### src/rtl/core/plti_pkg.sv
package plti_pkg;

  localparam int MaxPoints = 32;
  localparam int IdxW      = $clog2(MaxPoints);
  localparam int CntW      = $clog2(MaxPoints + 1);

  localparam logic [1:0] StOk    = 2'd0;
  localparam logic [1:0] StArg   = 2'd1;
  localparam logic [1:0] StTable = 2'd2;

  localparam logic OpWrite   = 1'b0;
  localparam logic OpConvert = 1'b1;

  localparam logic [1:0] RegExtrap   = 2'd0;
  localparam logic [1:0] RegInUse    = 2'd1;
  localparam logic [1:0] RegExpected = 2'd2;
  localparam logic [1:0] RegUseMarks = 2'd3;

  // datapath operand selects
  typedef enum logic [1:0] {
    SelFirst  = 2'd0,
    SelSecond = 2'd1,
    SelPen    = 2'd2,
    SelLast   = 2'd3
  } sel_e;

  typedef struct packed {
    logic             wr_en;       // write a table point
    logic             rd_en;       // read entry rd_idx into the read registers
    logic [IdxW-1:0]  rd_idx;
    logic             ld_a;        // latch read data as point a
    logic             ld_b;        // latch read data as point b
    logic             lin_start;   // begin dx/dy/ds and multiply
    logic             div_step;    // one restoring division step
    logic             finish;      // form the signed, saturated result
  } dp_cmd_t;

  typedef struct packed {
    logic signed [31:0] rd_x;
    logic signed [31:0] rd_y;
    logic               dx_zero;
    logic               div_done;
  } dp_stat_t;

endpackage

### src/rtl/core/plti_ctrl.sv
module plti_ctrl (
  input  logic                       clk_i,
  input  logic                       rst_ni,
  input  logic                       in_valid_i,
  output logic                       in_ready_o,
  input  logic                       op_i,
  input  logic [plti_pkg::IdxW-1:0]  idx_i,
  input  logic                       pvalid_i,
  input  logic signed [31:0]         sample_i,
  input  logic                       extrap_i,
  input  logic [5:0]                 in_use_i,
  input  logic [5:0]                 expected_i,
  input  logic                       use_marks_i,
  input  plti_pkg::dp_stat_t         stat_i,
  output plti_pkg::dp_cmd_t          cmd_o,
  output logic                       res_valid_o,
  input  logic                       res_ready_i,
  output logic [1:0]                 res_status_o,
  output logic                       res_take_dp_o,
  output logic signed [31:0]         res_direct_o
);
  import plti_pkg::*;

  typedef enum logic [10:0] {
    SIdle   = 11'b00000000001,
    SScan   = 11'b00000000010,
    SEnds   = 11'b00000000100,
    SRdA    = 11'b00000001000,
    SRdB    = 11'b00000010000,
    SLin    = 11'b00000100000,
    SDiv    = 11'b00001000000,
    SFin    = 11'b00010000000,
    SWalk   = 11'b00100000000,
    SWalkC  = 11'b01000000000,
    SOut    = 11'b10000000000
  } state_e;

  state_e state_q, state_d;
  logic [MaxPoints-1:0] marks_q, marks_d;
  logic [CntW-1:0] i_q, i_d, n_lim;
  logic [5:0] found_q, found_d;
  logic [IdxW-1:0] first_q, first_d, second_q, second_d, pen_q, pen_d, last_q, last_d;
  logic [IdxW-1:0] prev_q, prev_d, ra_q, ra_d, rb_q, rb_d;
  logic signed [31:0] fx_q, fx_d, px_q, px_d;
  logic [1:0] ph_q, ph_d;
  logic [1:0] st_q, st_d;
  logic take_q, take_d, ov_q, ov_d;
  logic signed [31:0] dir_q, dir_d;
  logic use_i;
  logic asc;

  assign n_lim = (in_use_i > 6'(MaxPoints)) ? CntW'(MaxPoints) : CntW'(in_use_i);
  assign use_i = !use_marks_i || marks_q[i_q[IdxW-1:0]];
  // read data holds the last point while the ends are compared
  assign asc = fx_q <= stat_i.rd_x;

  always_comb begin
    state_d = state_q; marks_d = marks_q; i_d = i_q; found_d = found_q;
    first_d = first_q; second_d = second_q; pen_d = pen_q; last_d = last_q;
    prev_d = prev_q; ra_d = ra_q; rb_d = rb_q; fx_d = fx_q;
    px_d = px_q; ph_d = ph_q; st_d = st_q; take_d = take_q; ov_d = ov_q;
    dir_d = dir_q;
    cmd_o = '0;
    in_ready_o = (state_q == SIdle);
    case (state_q)
      SIdle: begin
        if (in_valid_i) begin
          st_d = StOk; take_d = 1'b0; dir_d = '0;
          if (op_i == OpWrite) begin
            cmd_o.wr_en = 1'b1;
            marks_d[idx_i] = pvalid_i;
            state_d = SOut;
          end else if (in_use_i == '0 || expected_i == '0) begin
            st_d = StArg;
            state_d = SOut;
          end else begin
            i_d = '0; found_d = '0;
            state_d = SScan;
          end
        end
      end
      SScan: begin
        if (i_q < n_lim && found_q < expected_i) begin
          if (use_i) begin
            if (found_q == '0) begin
              first_d = i_q[IdxW-1:0];
            end else begin
              if (found_q == 6'd1) second_d = i_q[IdxW-1:0];
              pen_d = last_q;
            end
            last_d = i_q[IdxW-1:0];
            found_d = found_q + 6'd1;
          end
          i_d = i_q + 1'b1;
        end else if (found_q != expected_i) begin
          st_d = StTable; state_d = SOut;
        end else begin
          ph_d = 2'd0; state_d = SEnds;
        end
      end
      // read first and last, then pick clamp, extrapolate or walk; a single point returns its y
      SEnds: begin
        cmd_o.rd_en = 1'b1;
        case (ph_q)
          2'd0: begin cmd_o.rd_idx = first_q; ph_d = 2'd1; end
          2'd1: begin
            cmd_o.rd_idx = last_q;
            fx_d = stat_i.rd_x; dir_d = stat_i.rd_y; ph_d = 2'd2;
            if (found_q == 6'd1) begin
              take_d = 1'b0; state_d = SOut;
            end
          end
          default: begin
            cmd_o.rd_en = 1'b0;
            ph_d = 2'd0;
            if ((asc && sample_i <= fx_q) || (!asc && sample_i >= fx_q)) begin
              if (extrap_i) begin
                ra_d = first_q; rb_d = second_q; state_d = SRdA;
              end else begin
                state_d = SOut;
              end
            end else if ((asc && sample_i >= stat_i.rd_x) ||
                         (!asc && sample_i <= stat_i.rd_x)) begin
              if (extrap_i) begin
                ra_d = pen_q; rb_d = last_q; state_d = SRdA;
              end else begin
                dir_d = stat_i.rd_y; state_d = SOut;
              end
            end else begin
              prev_d = first_q; px_d = fx_q;
              i_d = CntW'(first_q) + 1'b1; found_d = 6'd1;
              state_d = SWalk;
            end
          end
        endcase
      end
      SWalk: begin
        if (i_q < n_lim && found_q < expected_i) begin
          if (use_i) begin
            cmd_o.rd_en = 1'b1; cmd_o.rd_idx = i_q[IdxW-1:0];
            found_d = found_q + 6'd1;
            state_d = SWalkC;
          end else begin
            i_d = i_q + 1'b1;
          end
        end else begin
          st_d = StTable; state_d = SOut;
        end
      end
      SWalkC: begin
        if ((sample_i >= px_q && sample_i <= stat_i.rd_x) ||
            (sample_i <= px_q && sample_i >= stat_i.rd_x)) begin
          ra_d = prev_q; rb_d = i_q[IdxW-1:0]; state_d = SRdA;
        end else begin
          prev_d = i_q[IdxW-1:0]; px_d = stat_i.rd_x;
          i_d = i_q + 1'b1; state_d = SWalk;
        end
      end
      SRdA: begin
        cmd_o.rd_en = 1'b1; cmd_o.rd_idx = ra_q; state_d = SRdB;
      end
      SRdB: begin
        cmd_o.ld_a = 1'b1;
        cmd_o.rd_en = 1'b1; cmd_o.rd_idx = rb_q; state_d = SLin;
      end
      SLin: begin
        cmd_o.ld_b = 1'b1;
        ov_d = 1'b0;
        state_d = SDiv;
        ph_d = 2'd0;
      end
      SDiv: begin
        if (ph_q == 2'd0) begin
          ph_d = 2'd1;
          if (stat_i.dx_zero) begin
            st_d = StTable; state_d = SOut;
          end else begin
            cmd_o.lin_start = 1'b1;
          end
        end else begin
          cmd_o.div_step = 1'b1;
          if (stat_i.div_done) begin
            cmd_o.div_step = 1'b0;
            cmd_o.finish = 1'b1;
            state_d = SFin;
          end
        end
      end
      SFin: begin
        take_d = 1'b1; state_d = SOut;
      end
      SOut: begin
        if (res_ready_i) state_d = SIdle;
      end
      default: state_d = SIdle;
    endcase
  end

  always_ff @(posedge clk_i or negedge rst_ni) begin
    if (!rst_ni) begin
      state_q <= SIdle;
      marks_q <= '0;
      i_q <= '0; found_q <= '0; ph_q <= '0;
      st_q <= StOk; take_q <= 1'b0;
    end else begin
      state_q <= state_d;
      marks_q <= marks_d;
      i_q <= i_d; found_q <= found_d; ph_q <= ph_d;
      st_q <= st_d; take_q <= take_d;
    end
  end

  always_ff @(posedge clk_i) begin
    first_q <= first_d; second_q <= second_d; pen_q <= pen_d; last_q <= last_d;
    prev_q <= prev_d; ra_q <= ra_d; rb_q <= rb_d;
    fx_q <= fx_d; px_q <= px_d; ov_q <= ov_d; dir_q <= dir_d;
  end

  assign res_valid_o   = (state_q == SOut);
  assign res_status_o  = st_q;
  assign res_take_dp_o = take_q && !ov_q;
  assign res_direct_o  = (st_q == StOk) ? dir_q : '0;
endmodule

### config.mk
export PLATFORM = sky130hd
export DESIGN_NAME = plti_ctrl
export DESIGN_NICKNAME = d
export VERILOG_FILES = /design/src/rtl/core/plti_pkg.sv /design/src/rtl/core/plti_ctrl.sv
export SDC_FILE = /design/constraint.sdc
export NUM_CORES = 1
export LEC_CHECK = 0
export BUFFER_PORTS_ARGS = -buffer_cell sky130_fd_sc_hd__buf_2
export CELL_PAD_IN_SITES_DETAIL_PLACEMENT = 1
export CELL_PAD_IN_SITES_GLOBAL_PLACEMENT = 1
export CORE_ASPECT_RATIO = 0.8
export CORE_MARGIN = 4
export CORE_UTILIZATION = 46
export DETAILED_ROUTE_END_ITERATION = 6
export PLACE_DENSITY = 0.79
export RECOVER_POWER = 100
export SYNTH_ARGS = -nofsm -noshare
export SYNTH_HDL_FRONTEND = slang
export SYNTH_SLANG_ARGS = --single-unit
### constraint.sdc
create_clock -name clk_i -period 5.95 [get_ports clk_i]
set_input_delay 1.19 -clock clk_i [delete_from_list [all_inputs] [get_ports clk_i]]
set_output_delay 1.19 -clock clk_i [all_outputs]
set_load 0.05 [all_outputs]
==> summary.log, run 1 <==
qor: run_status.result_of_the_run finished, violations left
qor: run_status.failed_checks capacitance limit, slew limit
qor: yosys.synth_edf_count 131
qor: flow_run.max_cap_viols 4
qor: finish.num-nets-final 1659
qor: critical_path.crit_fanout 7
qor: cts.cts_tree yes
qor: pwr.pwr_density 308.8 nW/um^2
qor: sta.worst-slew-pin-transition 3.487 ns
qor: global_routing.vias_in_the_first_global_route 10575
qor: min_path.min_delay_path_depth 0
qor: critical_path.worst_path_max_delay_cell nor3b_2
qor: yosys.ys_seq_elements 191
qor: global_routing.grt_max_degree 86
qor: critical_path.timing.rr.end px_q[6]
qor: finish.area_taken_by_multi_input_logic_gates 6441 um^2
qor: critical_path.timing.setup.critical_path_class in -> out
qor: critical_path.crit_chain clkbuf_1, inv_1, nand2_1, ha_1, nor3_1, o21ai_0, a311oi_4, nand2_1, nor3b_2, a221o_1, buf_2
qor: sta.setup_viol 0
qor: critical_path.worstSetupStartpointType input port
qor: cts.clock_insertion_delay_worst_skew 0.45 ns
qor: cts.number_of_buffers_created_by_cts 17
qor: sta.timing.final.max_slew_violations 225
qor: die.die-area 29910 um^2
qor: cts.clk_root_buffer_cell clkbuf_16
qor: die.initial_core_utilization 47.16%
qor: cts.post_cts_resize_count 0
qor: yosys.synthSimpleGateAreaFrac 18.00%
qor: cts.clkTransAtPathRegs 0.07 ns
qor: sta.timing.setup.tns 0 ns
qor: drt.first_iter_violations 560
qor: yosys.synth_top_family_by_area simple AND/OR/NAND/NOR gates
qor: min_path.min_path_type reg -> reg
qor: finish.layout-area-overhead-vs-synth 13.44%
qor: min_path.hold-path-endpoint pen_q[1]
qor: die.chipHeight 155.5 um
qor: yosys.post_synth_mux_area_share 6.541%
qor: yosys.ys_async_sr_fraction 31.41%
qor: yosys.syn-mean-instance-area 10.17 um^2
qor: critical_path.slowest_delay 0.75 ns
qor: critical_path.critical_path.endpoint_type primary output
qor: pwr.cellLeakagePower 6.198 nW
qor: finish.drive_above_1_share 13.73%
qor: drt.route.vias.total 10072
qor: finish.fillerInstances 3014
qor: finish.finish.utilization 53.50%
qor: yosys.yosys.area_share.adder 14.30%
qor: critical_path.cell_repeated_most_along_the_worst_path nand2_1
qor: critical_path.worst-endpoint-arrival 4.10 ns
qor: sta.relSlewSlack -132.5%
qor: cts.number_of_hold_buffers_added_after_cts 0
qor: global_routing.grt_antenna_before_repair 2
qor: die.ports 172
qor: sta.timing.final.hold_violations 0
qor: die.core_region_area 26530 um^2
qor: cts.cts_max_path_buffers 2
qor: yosys.synth_cells 1230
qor: die.chipWidth 192.4 um
qor: yosys.synth_cell_type_count 73
qor: sta.achievable-frequency 0.1892 GHz
qor: global_routing.overflow 0
qor: drt.detailedRoute.firstPassIterationCount 5
qor: placed_design.detailed_place_hpwl 27540 um
qor: yosys.synth-xor-area-share 0.2100%
qor: drt.drt_drc_violations_left 0
qor: min_path.hp-start last_q[1]
qor: drt.ant_nets 0
qor: global_routing.global_route_wire_length_before_repair 56830 um
qor: yosys.synth-compound-area-share 12.50%
qor: critical_path.critical_path_required 4.76 ns
qor: cts.cts.htree.levels 4
qor: critical_path.reg2reg_from state_q[5]
qor: finish.num_antenna_cells 0
qor: pwr.vdd.ir_drop.worst 0.2422 mV
qor: finish.sequential_cell_area 5436 um^2
qor: yosys.yosys_most_used_dff edfxtp_1
qor: die.num_rows 53
qor: critical_path.setup.reg_to_reg.worst_slack 1.15 ns
qor: sta.rsz0062_at_grt no
qor: sta.fin_skew 0.01512 ns
qor: critical_path.ff2ff_path_depth 8
qor: global_routing.grt.total_usage 24.10%
qor: placed_design.numPortBuffers 171
qor: yosys.synth_sequential_area_ratio 43.46%
qor: cts.postCtsSetupBuffers 0
qor: placed_design.gpl.final_weighted_congestion 0.8481
qor: yosys.yosys_warnings 0
qor: cts.clock_sinks 191
qor: sta.timing.final.crit_period 5.285 ns
qor: sta.finalCritPeriodShare 88.83%
qor: yosys.synth.net_count 1496
qor: drt.drt-wirelength-per-cell 20.36 um
qor: drt.routed_via_density 5.713
qor: drt.drt_wl_total 35890 um
qor: yosys.syn_std_cell_area 12510 um^2
==> critical path, delay by kind of cell <==
family / cells / cell delay (ns)
AO/OA/AOI/OAI: 3 / 0.87
adder cells (fa/ha/maj): 1 / 0.20
buffers and inverters: 3 / 0.51
AND/OR/NAND/NOR: 4 / 1.31
==> Yosys cell counts (8+ instances only) <==
cell type / n / area (um^2)
and2_1: 71 / 444.2
clkbuf_1: 32 / 120.1
edfxtp_1: 131 / 3934
or3_1: 8 / 50.05
mux4_2: 10 / 225.2
dfrtp_1: 59 / 1476
nor4_1: 14 / 87.58
o21ai_0: 80 / 400.4
a21o_1: 14 / 105.1
nand4_1: 28 / 175.2
nor2_1: 58 / 217.7
a221o_1: 8 / 80.08
inv_1: 120 / 450.4
and3_1: 12 / 75.07
a21oi_1: 58 / 290.3
nor3_1: 19 / 95.09
nor2b_1: 14 / 87.58
mux2i_1: 21 / 210.2
mux2_2: 34 / 382.9
a31oi_1: 10 / 62.56
ha_1: 143 / 1789
nand2_1: 133 / 499.2
nand3_1: 28 / 140.1
==> power by group <==
part | switching (mW) | internal [mW]
Combinational | 1.04 | 0.420
Sequential | 0.120 | 1.65
Clock | 0.532 | 0.627
==> logic make-up after synthesis <==
| logic type | count (synthesis) |
|---|---|
| buffers and inverters | 161 |
| DFF | 191 |
| muxes | 65 |
| AOI/OAI and AO/OA | 239 |
| and+or+nand+nor | 428 |
| adders and majority gates | 143 |
| xor gates and xnor gates | 3 |
==> layout make-up <==
type                    instances  area share [%]
clock buffers                  23           3.677
well taps                     357           3.148
repair buffers                185           5.819
multi-input cells             878           45.39
inverters                     120           3.174
flip-flops and latches        191           38.31
clock inverters                 9          0.4849
==> flip-flops by register name (all words and copies together), names as in the netlist <==
register,count
rb_q,5
take_q,1
prev_q,5
px_q,32
found_q,6
fx_q,32
last_q,5
dir_q,32
ph_q,2
state_q,11
pen_q,5
ra_q,5
first_q,5
res_status_o,2
marks_q,32
i_q,6
second_q,5
==> placed cells by master, fill, tap and decap left out, types with 5 or more instances in the layout <==
cell,Yosys,layout
mux4_2,10,10
clkbuf_16,0,20
a211oi_1,6,6
clkbuf_1,32,86
and4_1,7,7
or3_1,8,8
nor3_1,19,19
o21ai_0,80,82
nor4_1,14,15
nand3_1,28,28
inv_1,120,120
nand4_1,28,28
or2_2,5,5
or4_1,6,6
edfxtp_1,131,131
and3_1,12,11
a21oi_1,58,58
o211ai_1,7,8
a221o_1,8,8
a21o_1,14,14
and2_1,71,46
o311ai_0,5,5
buf_2,3,96
a31oi_1,10,9
nor2b_1,14,14
mux2i_1,21,21
ha_1,143,143
mux2_2,34,33
dfrtp_1,59,59
nor2_1,58,57
and2_0,0,25
o21a_1,6,6
nand2_1,133,133
==> per-layer routing <==
metal	routed length, um	vias to the layer above	global-route usage, %
li1	-	4826	-
met1	17460	4942	35.48
met2	15820	259	37.25
met3	2133	41	4.666
met4	453	4	5.261
met5	18	-	0
==> worst max-delay path by stage <==
| stage | from | endpoint | depth (start not counted) | slack [ns] |
|---|---|---|---|---|
| final | in_use_i[5] | cmd_o[7] | 11 | 0.66 |
| after global routing | in_use_i[5] | cmd_o[8] | 11 | 0.41 |
| after CTS | in_use_i[5] | cmd_o[7] | 11 | 0.64 |
| after detailed placement | in_use_i[5] | cmd_o[7] | 11 | 0.64 |
| after global placement | in_use_i[5] | cmd_o[7] | 11 | 0.79 |
| after floorplan | stat_i[61] | dir_q[0] | 10 | 0.68 |
==> through the flow <==
step / setup WS (ns) / cell area, um^2 / total power, mW / hold WS [ns] / instances
final: 0.6646 / 14190 / 4.383 / 0.4954 / 1763
after global routing: 0.4089 / 14190 / 4.617 / 0.5109 / 1763
after floorplan: 0.6791 / 12510 / 2.878 / 0.4490 / 1230
after detailed placement: 0.6371 / 13790 / 3.300 / 0.4763 / 1731
after CTS: 0.6426 / 14380 / 4.462 / 0.4939 / 1763
after global placement: 0.7865 / 13790 / 3.257 / 0.4685 / 1731
No activity file was read; power rests on OpenSTA's default activity.
==> inputs of run 2 (changes only) <==
--- a/config.mk
+++ b/config.mk
@@ -11,8 +11,9 @@
 export CORE_ASPECT_RATIO = 0.8
 export CORE_MARGIN = 4
 export CORE_UTILIZATION = 46
+export CTS_CLUSTER_SIZE = 28
 export DETAILED_ROUTE_END_ITERATION = 6
-export PLACE_DENSITY = 0.79
+export PLACE_DENSITY_LB_ADDON = 0.25
 export RECOVER_POWER = 100
 export SYNTH_ARGS = -nofsm -noshare
 export SYNTH_HDL_FRONTEND = slang
==> run 2 against run 1 <==
  * The run still ends with capacitance limit, slew limit left
  * Setup slack lost 0.10 ns
  * Sequential cell count is the same
  * Sequential share of layout area is essentially flat
  * Clock skew shrank 0.0034 ns
  * Sequential power is essentially flat
  * Critical path depth grew 2
  * First-iteration DRC count grew 4.1%
  * Register-to-register slack lost 0.26 ns
  * Critical endpoint is now px_q[7]
  * Largest cell class unchanged
  * Highest routed layer unchanged
==> summary.log, run 2 (synthesis gave the netlist of run 1 again) <==
qor: global_routing.vias_in_the_first_global_route 10562 [-0.12%]
qor: cts.cts_max_path_buffers 2 [unchanged]
qor: pwr.vdd.ir_drop.worst 0.2882 mV [+19%]
qor: finish.final_cells 1765 [+0.11%]
qor: pwr.cellLeakagePower 6.215 nW [+0.28%]
qor: placed_design.dp_worst_setup_slack 1.036 ns [+0.3987 ns]
qor: sta.worst-slew-pin-transition 3.532 ns [+0.04496 ns]
qor: critical_path.worstSetupStartpointType input port
qor: finish.num_antenna_cells 0 [unchanged]
qor: global_routing.global_route.usage.met3 5.182% [+0.52 points]
qor: die.ports 172 [unchanged]
qor: drt.routed_via_density 5.758 [+0.78%]
qor: finish.finish.utilization 53.55% [about the same]
qor: cts.clock_sinks 191 [unchanged]
qor: cts.number_of_hold_buffers_added_after_cts 0 [unchanged]
qor: cts.postCtsSetupBuffers 0 [unchanged]
qor: global_routing.top_usage_layer met2
qor: critical_path.crit_chain clkbuf_1, inv_1, ha_1, nand4_1, nor4_1, a21boi_0, o31ai_1, o2bb2ai_1, a211oi_1, nor2_1, or3_1, nand2_1, clkbuf_1
qor: die.initial_core_utilization 47.16% [unchanged]
qor: cts.cts_tree yes
qor: global_routing.grt_antenna_before_repair 1 [-1]
qor: placed_design.gpl.final_weighted_congestion 0.8676 [+2.3%]
qor: placed_design.numPortBuffers 171 [unchanged]
qor: critical_path.critical_path_required 6.00 ns [+1.24 ns]
qor: min_path.min_path_type reg -> reg
qor: sta.timing.setup.tns 0 ns [unchanged]
qor: finish.layout_commonest_cell ha_1
qor: finish.fin_area 14200 um^2 [about the same]
qor: die.num_rows 53 [unchanged]
qor: pwr.pwr_density 311.8 nW/um^2 [+0.95%]
qor: finish.drive_above_1_share 13.71% [-0.019 points]
qor: sta.achievable-frequency 0.1856 GHz [-1.9%]
qor: global_routing.overflow 0 [unchanged]
qor: critical_path.crit_fanout 21 [+14]
qor: pwr.fin_total_pwr 4.428 mW [+1.0%]
qor: placed_design.numPlacedInstances 1733 [+0.12%]
qor: drt.drt-wirelength-per-cell 20.62 um [+1.3%]
qor: critical_path.cp.buffers_inverters 3 [unchanged]
qor: die.chipWidth 192.4 um [unchanged]
qor: finish.fillerInstances 3050 [+1.2%]
qor: global_routing.global_route_wire_length_before_repair 57270 um [+0.78%]
qor: sta.timing.final.max_slew_violations 129 [-43%]
qor: global_routing.grt.total_usage 24.33% [+0.23 points]
qor: critical_path.timing.setup.critical_path_class in -> reg
qor: finish.layout-area-overhead-vs-synth 13.55% [about the same]
qor: critical_path.slowest_delay 1.10 ns [+0.35 ns]
qor: flow_run.max_cap_viols 4 [unchanged]
qor: finish.commonest_cells_after_routing_fill_and_taps_aside 143 x ha_1, 133 x nand2_1, 131 x edfxtp_1, 120 x inv_1, 96 x buf_2
qor: drt.drt_drc_violations_left 0 [unchanged]
qor: cts.clkTransAtPathRegs 0.07 ns [about the same]
qor: drt.ant_nets 0 [unchanged]
qor: die.die-area 29910 um^2 [unchanged]
qor: cts.cts.htree.levels 4 [unchanged]
qor: sta.rsz0062_at_grt no
qor: run_status.result_of_the_run finished, violations left
qor: finish.sequential_cell_area 5436 um^2 [unchanged]
qor: sta.finalCritPeriodShare 90.54% [+1.7 points]
qor: drt.drt_wl_total 36390 um [+1.4%]
qor: finish.area_taken_by_multi_input_logic_gates 6411 um^2 [-0.47%]
qor: placed_design.placement.cell_area 13790 um^2 [about the same]
qor: die.core_region_area 26530 um^2 [unchanged]
qor: sta.hold-worst-slack 0.4826 ns [-0.01278 ns]
qor: sta.layout_setup_ws 0.5629 ns [-0.1017 ns]
qor: global_routing.grt_max_degree 86 [unchanged]
qor: placed_design.detailed_place_hpwl 27730 um [+0.69%]
qor: drt.route.vias.total 10162 [+0.89%]
qor: critical_path.worst-endpoint-arrival 5.44 ns [+1.34 ns]
qor: critical_path.cell_repeated_most_along_the_worst_path clkbuf_1
qor: finish.num-nets-final 1661 [+0.12%]
qor: drt.detailedRoute.firstPassIterationCount 5 [unchanged]
qor: die.chipHeight 155.5 um [unchanged]
qor: sta.timing.final.hold_violations 0 [unchanged]
qor: run_status.failed_checks capacitance limit, slew limit
qor: sta.setup_viol 0 [unchanged]
qor: cts.clk_root_buffer_cell clkbuf_16
qor: critical_path.critical_path.endpoint_type flop
qor: critical_path.worst_path_max_delay_cell clkbuf_1
qor: drt.first_iter_violations 583 [+4.1%]
qor: sta.relSlewSlack -135.5% [-3.0 points]
qor: sta.fin_skew 0.01177 ns [-0.003357 ns]
qor: sta.timing.final.crit_period 5.387 ns [+0.1017 ns]
qor: global_routing.grt.met2_usage 38.39% [+1.1 points]
qor: cts.clock_insertion_delay_worst_skew 0.45 ns [about the same]
qor: global_routing.global_routing_usage_on_met1 35.10% [-0.38 points]
qor: cts.post_cts_resize_count 0 [unchanged]
qor: cts.number_of_buffers_created_by_cts 17 [unchanged]
qor: critical_path.kind_of_cell_adding_the_most_delay_to_the_critical_path simple AND/OR/NAND/NOR gates
-- run 2: final cells by class --
cell class | count | area share (%)
clock buffers | 25 | 3.955
clock inverters | 7 | 0.3964
well taps | 357 | 3.145
flip-flops and latches | 191 | 38.27
multi-input cells | 878 | 45.13
repair buffers | 187 | 5.928
inverters | 120 | 3.171
-- run 2: power breakdown --
part	internal [mW]	switching, mW	leakage (nW)
Clock	0.667	0.536	0.309
Sequential	1.65	0.128	2.03
Combinational	0.414	1.04	3.87
Total	2.73	1.70	6.22
-- run 2: routing by layer --
metal | vias up | routed length, um | share of wire (%)
met5 | - | 6 | 0.016
li1 | 4823 | - | -
met4 | 2 | 388 | 1.1
met2 | 270 | 16560 | 46
met3 | 41 | 2151 | 5.9
met1 | 5026 | 17290 | 47
-- run 2: path summary, 6_finish.rpt --
check	to	slack, ns	start	cells after the start
min in group asynchronous	res_status_o[0]	2.05	rst_ni	2
max	px_q[7]	0.56	stat_i[48]	13
max reg2reg	px_q[7]	0.89	state_q[5]	8
max in group asynchronous	marks_q[29]	1.92	rst_ni	2
min	pen_q[3]	0.48	last_q[3]	0
min reg2reg	pen_q[3]	0.48	last_q[3]	0
